`src/rtl/trls_pkg.sv`:
```
// Shared types and constants of the thrust map gain estimator.
package trls_pkg;

  // Command codes of the input channel
  localparam logic [1:0] CMD_RECORD  = 2'd0;
  localparam logic [1:0] CMD_MEASURE = 2'd1;
  localparam logic [1:0] CMD_RESTART = 2'd2;

  // Configuration register indexes
  localparam logic [3:0] REG_ENABLE   = 4'd0;
  localparam logic [3:0] REG_GRAVITY  = 4'd1;
  localparam logic [3:0] REG_HOVER    = 4'd2;
  localparam logic [3:0] REG_FORGET   = 4'd3;
  localparam logic [3:0] REG_MIN_DLY  = 4'd4;
  localparam logic [3:0] REG_MAX_DLY  = 4'd5;
  localparam logic [3:0] REG_MIN_HOV  = 4'd6;
  localparam logic [3:0] REG_MAX_HOV  = 4'd7;

  // Register reset values
  localparam logic [23:0] GRAVITY_RST = 24'd642908;
  localparam logic [15:0] HOVER_RST   = 16'd19661;
  localparam logic [16:0] FORGET_RST  = 17'd64881;
  localparam logic [31:0] MIN_DLY_RST = 32'd35000;
  localparam logic [31:0] MAX_DLY_RST = 32'd45000;
  localparam logic [15:0] MIN_HOV_RST = 16'd6554;
  localparam logic [15:0] MAX_HOV_RST = 16'd58982;

  localparam logic [23:0] GAIN_MAX = 24'hFFFFFF;
  localparam logic [47:0] COV_MAX  = 48'hFFFF_FFFF_FFFF;
  localparam logic [47:0] COV_INIT = 48'(64'd1000000 << 24);
  localparam logic [23:0] GAIN_RST = 24'((64'd642908 << 16) / 64'd19661);

  // Shared arithmetic unit
  localparam int unsigned ACC_W = 96;
  localparam int unsigned OPB_W = 49;
  localparam int unsigned NB_W  = 7;

  typedef enum logic {
    OP_MUL = 1'b0,
    OP_DIV = 1'b1
  } alu_op_e;

  typedef struct packed {
    logic              start;
    alu_op_e           op;
    logic [NB_W-1:0]   nbits;
  } alu_req_t;

endpackage

```
`src/rtl/trls_alu.sv`:
```
// Shared bit-serial multiplier and restoring divider.
module trls_alu (
  input  logic                        clk_i,
  input  logic                        rst_ni,
  input  trls_pkg::alu_req_t          req_i,
  input  logic [trls_pkg::ACC_W-1:0]  a_i,
  input  logic [trls_pkg::OPB_W-1:0]  b_i,
  output logic [trls_pkg::ACC_W-1:0]  res_o,
  output logic                        done_o
);

  logic                        run_q, run_d;
  logic                        done_q, done_d;
  logic [trls_pkg::NB_W-1:0]   cnt_q, cnt_d;
  trls_pkg::alu_op_e           op_q, op_d;
  logic [trls_pkg::ACC_W-1:0]  acc_q, acc_d;
  logic [trls_pkg::ACC_W-1:0]  opa_q, opa_d;
  logic [trls_pkg::OPB_W-1:0]  opb_q, opb_d;
  logic [trls_pkg::OPB_W:0]    rem2;
  logic [trls_pkg::OPB_W:0]    rem_sub;
  logic                        ge;

  // Divide step: shift in next dividend bit, subtract divisor if it fits
  assign rem2    = {opa_q[trls_pkg::OPB_W-1:0], acc_q[trls_pkg::ACC_W-1]};
  assign rem_sub = rem2 - {1'b0, opb_q};
  assign ge      = (rem2 >= {1'b0, opb_q});

  always_comb begin
    run_d  = run_q;
    done_d = 1'b0;
    cnt_d  = cnt_q;
    op_d   = op_q;
    acc_d  = acc_q;
    opa_d  = opa_q;
    opb_d  = opb_q;
    if (req_i.start) begin
      run_d = 1'b1;
      op_d  = req_i.op;
      cnt_d = req_i.nbits;
      opb_d = b_i;
      if (req_i.op == trls_pkg::OP_DIV) begin
        acc_d = a_i;
        opa_d = '0;
      end else begin
        acc_d = '0;
        opa_d = a_i;
      end
    end else if (run_q) begin
      cnt_d = cnt_q - 1'b1;
      if (cnt_q == trls_pkg::NB_W'(1)) begin
        run_d  = 1'b0;
        done_d = 1'b1;
      end
      case (op_q)
        trls_pkg::OP_MUL: begin
          if (opb_q[0]) begin
            acc_d = acc_q + opa_q;
          end
          opa_d = {opa_q[trls_pkg::ACC_W-2:0], 1'b0};
          opb_d = {1'b0, opb_q[trls_pkg::OPB_W-1:1]};
        end
        trls_pkg::OP_DIV: begin
          opa_d = trls_pkg::ACC_W'(ge ? rem_sub[trls_pkg::OPB_W-1:0]
                                      : rem2[trls_pkg::OPB_W-1:0]);
          acc_d = {acc_q[trls_pkg::ACC_W-2:0], ge};
        end
        default: begin
          run_d = 1'b0;
        end
      endcase
    end
  end

  always_ff @(posedge clk_i or negedge rst_ni) begin
    if (!rst_ni) begin
      run_q  <= 1'b0;
      done_q <= 1'b0;
      cnt_q  <= '0;
    end else begin
      run_q  <= run_d;
      done_q <= done_d;
      cnt_q  <= cnt_d;
    end
  end

  always_ff @(posedge clk_i) begin
    op_q  <= op_d;
    acc_q <= acc_d;
    opa_q <= opa_d;
    opb_q <= opb_d;
  end

  assign res_o  = acc_q;
  assign done_o = done_q;

endmodule
```
`config.mk`:
```
export PLATFORM = sky130hd
export DESIGN_NAME = trls_alu
export DESIGN_NICKNAME = d
export VERILOG_FILES = /design/src/rtl/trls_pkg.sv /design/src/rtl/trls_alu.sv
export SDC_FILE = /design/constraint.sdc
export NUM_CORES = 1
export LEC_CHECK = 0
export BUFFER_PORTS_ARGS = -buffer_cell sky130_fd_sc_hd__clkbuf_2
export CAP_MARGIN = 20
export CORE_UTILIZATION = 56
export DETAILED_ROUTE_END_ITERATION = 7
export PLACE_DENSITY = 0.8
export SLEW_MARGIN = 20
export SYNTH_ARGS = -nofsm -noshare
export SYNTH_HDL_FRONTEND = slang
export SYNTH_SLANG_ARGS = --single-unit
```
`constraint.sdc`:
```
create_clock -name clk_i -period 15.65 [get_ports clk_i]
set_clock_uncertainty 0.05 [all_clocks]
set_input_delay 0 -clock clk_i [delete_from_list [all_inputs] [get_ports clk_i]]
set_output_delay 0 -clock clk_i [all_outputs]
set_load 0.02 [all_outputs]
```
# ---- Yosys cells after proc, flatten, opt, wreduce, memory -nomap -nowiden
# Cells that the tools add are included.
dict set report totals {
  elab_cells 39
  regBits 251
}
dict set report classes {
  mux 21
  bitwise 1
  n_reduce_logical 3
  n_addsub 3
  order_cmp 1
  n_eq_ne 3
}
# op count
set op_table {}
lappend op_table {{$mux 96} 7}
lappend op_table {{$pmux 96 s2} 2}
lappend op_table {{$mux 49} 4}
lappend op_table {{$add 96x96->96} 1}
lappend op_table {{$ge 50x49->1} 1}
lappend op_table {{$sub 49x49->49} 1}
lappend op_table {{$mux 7} 2}
lappend op_table {{$eq 7x1->1 const B} 1}
lappend op_table {{$sub 7x1->7 const B} 1}
lappend op_table {{$mux 1} 6}
lappend op_table {{$reduce_and 2->1} 2}
lappend op_table {{$ne 3x3->1 const B} 1}
lappend op_table {{$ne 2x2->1 const B} 1}
lappend op_table {{$reduce_bool 2->1} 1}
lappend op_table {{$not 1->1} 1}

# ---- Depth between registers and ports, before layout
dict set report depth {
  ltp_word 5
  depth_mapped 18
  ltp_nobuf 15
}

# ---- Worst setup path after synthesis
# No wires, ideal clock.
dict set report synth_path {
  path_type {reg2reg}
  start {register op_q}
  end {register acc_q, in the netlist res_o[0] (enable)}
  setup_slack_ps 9978
  period_less_slack_ps 5672
  path_stages_with_launch 6
  n_path_buf 2
  setup_time_ps 551
  t_arrival_ps 5070
  t_required_ps 15049
  path_cell_list {edfxtp_1 > or2_2 > clkbuf_1 > clkbuf_1 > nor2_1 > nor2_1}
}
dict set report synth_between {
  elab_chain_len 3
}
# item line
set synth_lines {}
lappend synth_lines {{from (decl)} trls_alu.sv:15} ;# trls_pkg::alu_op_e op_q, op_d;
lappend synth_lines {{from (signal assigned)} trls_alu.sv:87} ;# op_q <= op_d;
lappend synth_lines {{$not 1->1} --}
lappend synth_lines {{$ne 3x3->1 (no source line)} --}
lappend synth_lines {{$reduce_and 2->1 (no source line)} --}
lappend synth_lines {{to (signal assigned)} trls_alu.sv:88} ;# acc_q <= acc_d;
lappend synth_lines {{to (decl)} trls_alu.sv:16} ;# logic [trls_pkg::ACC_W-1:0] acc_q, acc_d;
# No other way between the ends.
# A chain may end at the register's enable or synchronous reset.

# ---- Final worst setup path
dict set report layout_path {
  start {register acc_q, in the netlist res_o[95]}
  end {register opa_q[46] (netlist name) (data pin)}
}
dict set report layout_between {
  elab_chain_len 5
  elab_cells_between_ends 6
  classes_between {1 x add/sub; 1 x order compare; 4 x mux}
}
# item line
set layout_lines {}
lappend layout_lines {{$sub 49x49->49 or $ge 50x49->1 (tied branches)} {trls_alu.sv:25, trls_alu.sv:26}}
lappend layout_lines {{$mux 49 *} trls_alu.sv:63} ;# opa_d = trls_pkg::ACC_W'(ge ? rem_sub[trls_pkg::OPB_W-1:0]
lappend layout_lines {{$pmux 96 s2 *} trls_alu.sv:54} ;# case (op_q)
lappend layout_lines {{$mux 96 *} trls_alu.sv:48} ;# end else if (run_q) begin
lappend layout_lines {{$mux 96 *} trls_alu.sv:36} ;# if (req_i.start) begin
lappend layout_lines {{net opa_d (one bit)} trls_alu.sv:17} ;# logic [trls_pkg::ACC_W-1:0] opa_q, opa_d;
lappend layout_lines {{to (signal assigned)} trls_alu.sv:89} ;# opa_q <= opa_d;
lappend layout_lines {{to (decl)} trls_alu.sv:17}
# Mark *: on every way through the listed nets, which the timed path passes. The rest lies on a longest branch. The select of a mux whose other input is x is not followed.

==> results.sh <==
export IMPL_fp_dieW_um=191
export IMPL_worstRegToRegCells=15
export IMPL_layoutNonFillerInstCount=3099
export IMPL_multiInputGateArea_um2=11700
export IMPL_grt_total_usage=0.343
export IMPL_htreeDepth=1
export IMPL_drt_iter0_drc=2074
export IMPL_grt_met3_usage=0.0553
export IMPL_dr_pass1_iters=6
export IMPL_worstMarginPinSlew_ns=1.03
export IMPL_regToRegStartpoint="res_o[95]$_DFFE_PP_"
export IMPL_syn2layout_area_growth_pct=19.6
export IMPL_yosysSeqAreaShare=0.374
export IMPL_cts_num_sinks=251
export IMPL_drive_gt1_frac=0.130
export IMPL_crit_end="opa_q[46]$_DFFE_PP_"
export IMPL_drv_cap=0
export IMPL_coreArea_um2=34900
export IMPL_cts_tree="built"
export IMPL_layout_filler_cells=2753
export IMPL_dp_hpwl_um=46500
export IMPL_vias=19716
export IMPL_synthFlopType="edfxtp_1"
export IMPL_nets=2925
export IMPL_seq_area_um2=7490
export IMPL_clk_root_buffer_cell="clkbuf_16"
export IMPL_avgSynthCellArea_um2=8.69
export IMPL_layout_common_cells="269 x nand2_1, 267 x o21ai_0, 251 x clkbuf_2, 242 x edfxtp_1, 241 x a21oi_1"
export IMPL_grt_pass1_vias=18453
export IMPL_wl_per_cell_um=21.0
export IMPL_ff2ff_setup_slack_ns=10.72
export IMPL_peakVddDrop_v=0.0000939
export IMPL_ant_nets=0
export IMPL_crit_path_max_fanout=75
export IMPL_synth_cell_types=84
export IMPL_async_reset_ff_frac=0.0359
export IMPL_yosys_warnings=0
export IMPL_min_from="req_i[2]"
export IMPL_powerDensity_nw_per_um2=163
export IMPL_final_max_slew_violation_count=0
export IMPL_cts_buffer_depth=3
export IMPL_leakage_nw=10.4
export IMPL_n_antenna_cell=0
export IMPL_grt_pass1_wl_um=99300
export IMPL_max_slew_margin=0.311
export IMPL_synth_edf_count=242
export IMPL_grt_overflow=0
export IMPL_initial_utilization=0.574
export IMPL_clock_fmax_mhz=203
export IMPL_grt_max_degree=123
export IMPL_antenna_found_initial=0
export IMPL_startpoint_type="flip-flop"
export IMPL_setup_viol=0
export IMPL_routed_wl_um=65000
export IMPL_r2r_end="opa_q[46]$_DFFE_PP_"
export IMPL_ios=253
export IMPL_hold_class="primary input to flip-flop"
export IMPL_use_met1=0.475
export IMPL_dp_cells=2887
export IMPL_grt_busiest_layer="met2"
export IMPL_crit_start="res_o[95]$_DFFE_PP_"
export IMPL_cts_buffers_inserted=29
export IMPL_required_ns=15.92
export IMPL_syn_inst=2305
export IMPL_ys_ff_latch=251
export IMPL_gp_congestion=1.03
export IMPL_status="completed"
export IMPL_hold_viol=0
export IMPL_clk_latency_ns=0.59
export IMPL_period_share=0.315
export IMPL_syn_area_um2=20000
export IMPL_path_class="flip-flop to flip-flop"
export IMPL_finalSetupTns_ns=0
export IMPL_syn_nets=2609
export IMPL_vias_per_cell=6.36
export IMPL_die_h_um=191
export IMPL_die_area_um2=36500
export IMPL_grt_use_met2=0.541
export IMPL_clkTransAtPathRegs_ns=0.06
export IMPL_cp_end_kind="flip-flop"
export IMPL_layout_commonest_cell="nand2_1"
export IMPL_drc=0
export IMPL_rsz0062_at_grt="false"
export IMPL_period_needed_ns=4.93
export IMPL_portBuffers=252
export IMPL_std_cell_rows=68
export IMPL_arrival_ns=5.20
-- cells in the mapped netlist (all sizes together), types with 14 or more instances --
master / instances / area share
xnor2: 82 / 0.036
nand2: 270 / 0.051
nand3: 35 / 0.0087
edfxtp: 242 / 0.36
a31oi: 17 / 0.0056
inv: 100 / 0.019
a22o: 58 / 0.025
o211ai: 17 / 0.0066
o21a: 18 / 0.0067
a21oi: 244 / 0.062
buf: 14 / 0.0034
nand4: 54 / 0.017
xor2: 52 / 0.023
nor3: 39 / 0.0097
clkbuf: 123 / 0.023
a21o: 72 / 0.027
nor2: 141 / 0.026
ha: 146 / 0.091
o21ai: 284 / 0.071
a22oi: 61 / 0.023
o21bai: 31 / 0.012
-- flip-flops by register name (all words and copies together), names as in the netlist --
signal	count
opa_q	96
res_o	96
opb_q	49
cnt_q	7
done_o	1
op_q	1
run_q	1
-- worst min path at each step --
stage	to	slack [ns]	cells past startpoint
floorplan	cnt_q[0]$_DFFE_PN0P_	-0.35	0
global placement	done_o$_DFF_PN0_	-0.19	1
detailed placement	done_o$_DFF_PN0_	-0.18	1
CTS	cnt_q[5]$_DFFE_PN0P_	0.11	4
global route	cnt_q[6]$_DFFE_PN0P_	0.18	4
finish	cnt_q[2]$_DFFE_PN0P_	0.15	4
-- routing by layer --
metal,vias to the layer above,share of wire
met1,9232,0.42
met3,170,0.091
li1,9244,-
met5,-,0
met2,1070,0.45
met4,0,0.039
-- final cells by class --
type                            instances  share of cell area
Clock inverter                         11             0.00365
Multi-Input combinational cell       1816               0.487
Inverter                              101              0.0159
Clock buffer                           43              0.0333
Sequential cell                       251               0.313
Timing Repair Buffer                  422               0.124
Tap cell                              455              0.0237
-- cell families (layout without fill, tap and decap cells) --
family	Yosys count	in the layout	share of synthesized area
buffers and inverters	238	577	0.0453
AO/OA/AOI/OAI	896	896	0.281
flip-flops	251	251	0.374
AND/OR/NAND/NOR	626	626	0.142
adder cells (fa/ha/maj)	148	148	0.0932
XOR/XNOR	134	134	0.0586
multiplexers	12	12	0.00599
-- what timing repair did --
item                                   4_1_cts  5_1_grt
buffers inserted                             0        0
hold buffers                               156        0
endpoints found under the hold margin      259        0
resized for setup                            0        0
-- power by group --
part / switching [mW] / internal [mW]
logic: 1.33 / 0.799
clock network: 0.285 / 0.368
registers: 0.180 / 0.945
total: 1.80 / 2.11
-- critical path: stages, from the launching register on --
cell	delay [ns]
edfxtp_1	0.46
inv_1	0.09
ha_1	0.17
inv_1	0.06
fa_1	0.42
a21o_1	0.19
a21oi_1	0.30
o41ai_2	0.14
o211ai_1	0.31
nand4_1	0.19
a21o_1	0.24
a31oi_1	0.41
nand2b_2	0.41
buf_4	0.63
a2111oi_0	0.16
or3_1	0.38
-- per-stage QoR --
step / hold slack, ns / total power [mW] / setup WS, ns / utilization / area (um^2)
2_1_floorplan: -0.346 / 2.59 / 9.98 / - / 20000
5_1_grt: 0.175 / 4.14 / 10.48 / 0.687 / 24000
6_report: 0.154 / 3.91 / 10.72 / 0.687 / 24000
3_5_place_dp: -0.176 / 3.16 / 10.78 / 0.616 / 21500
3_3_place_gp: -0.185 / 3.13 / 10.95 / 0.616 / 21500
4_1_cts: 0.113 / 3.85 / 10.75 / 0.686 / 23900
No activity file was read; power rests on OpenSTA's default activity.
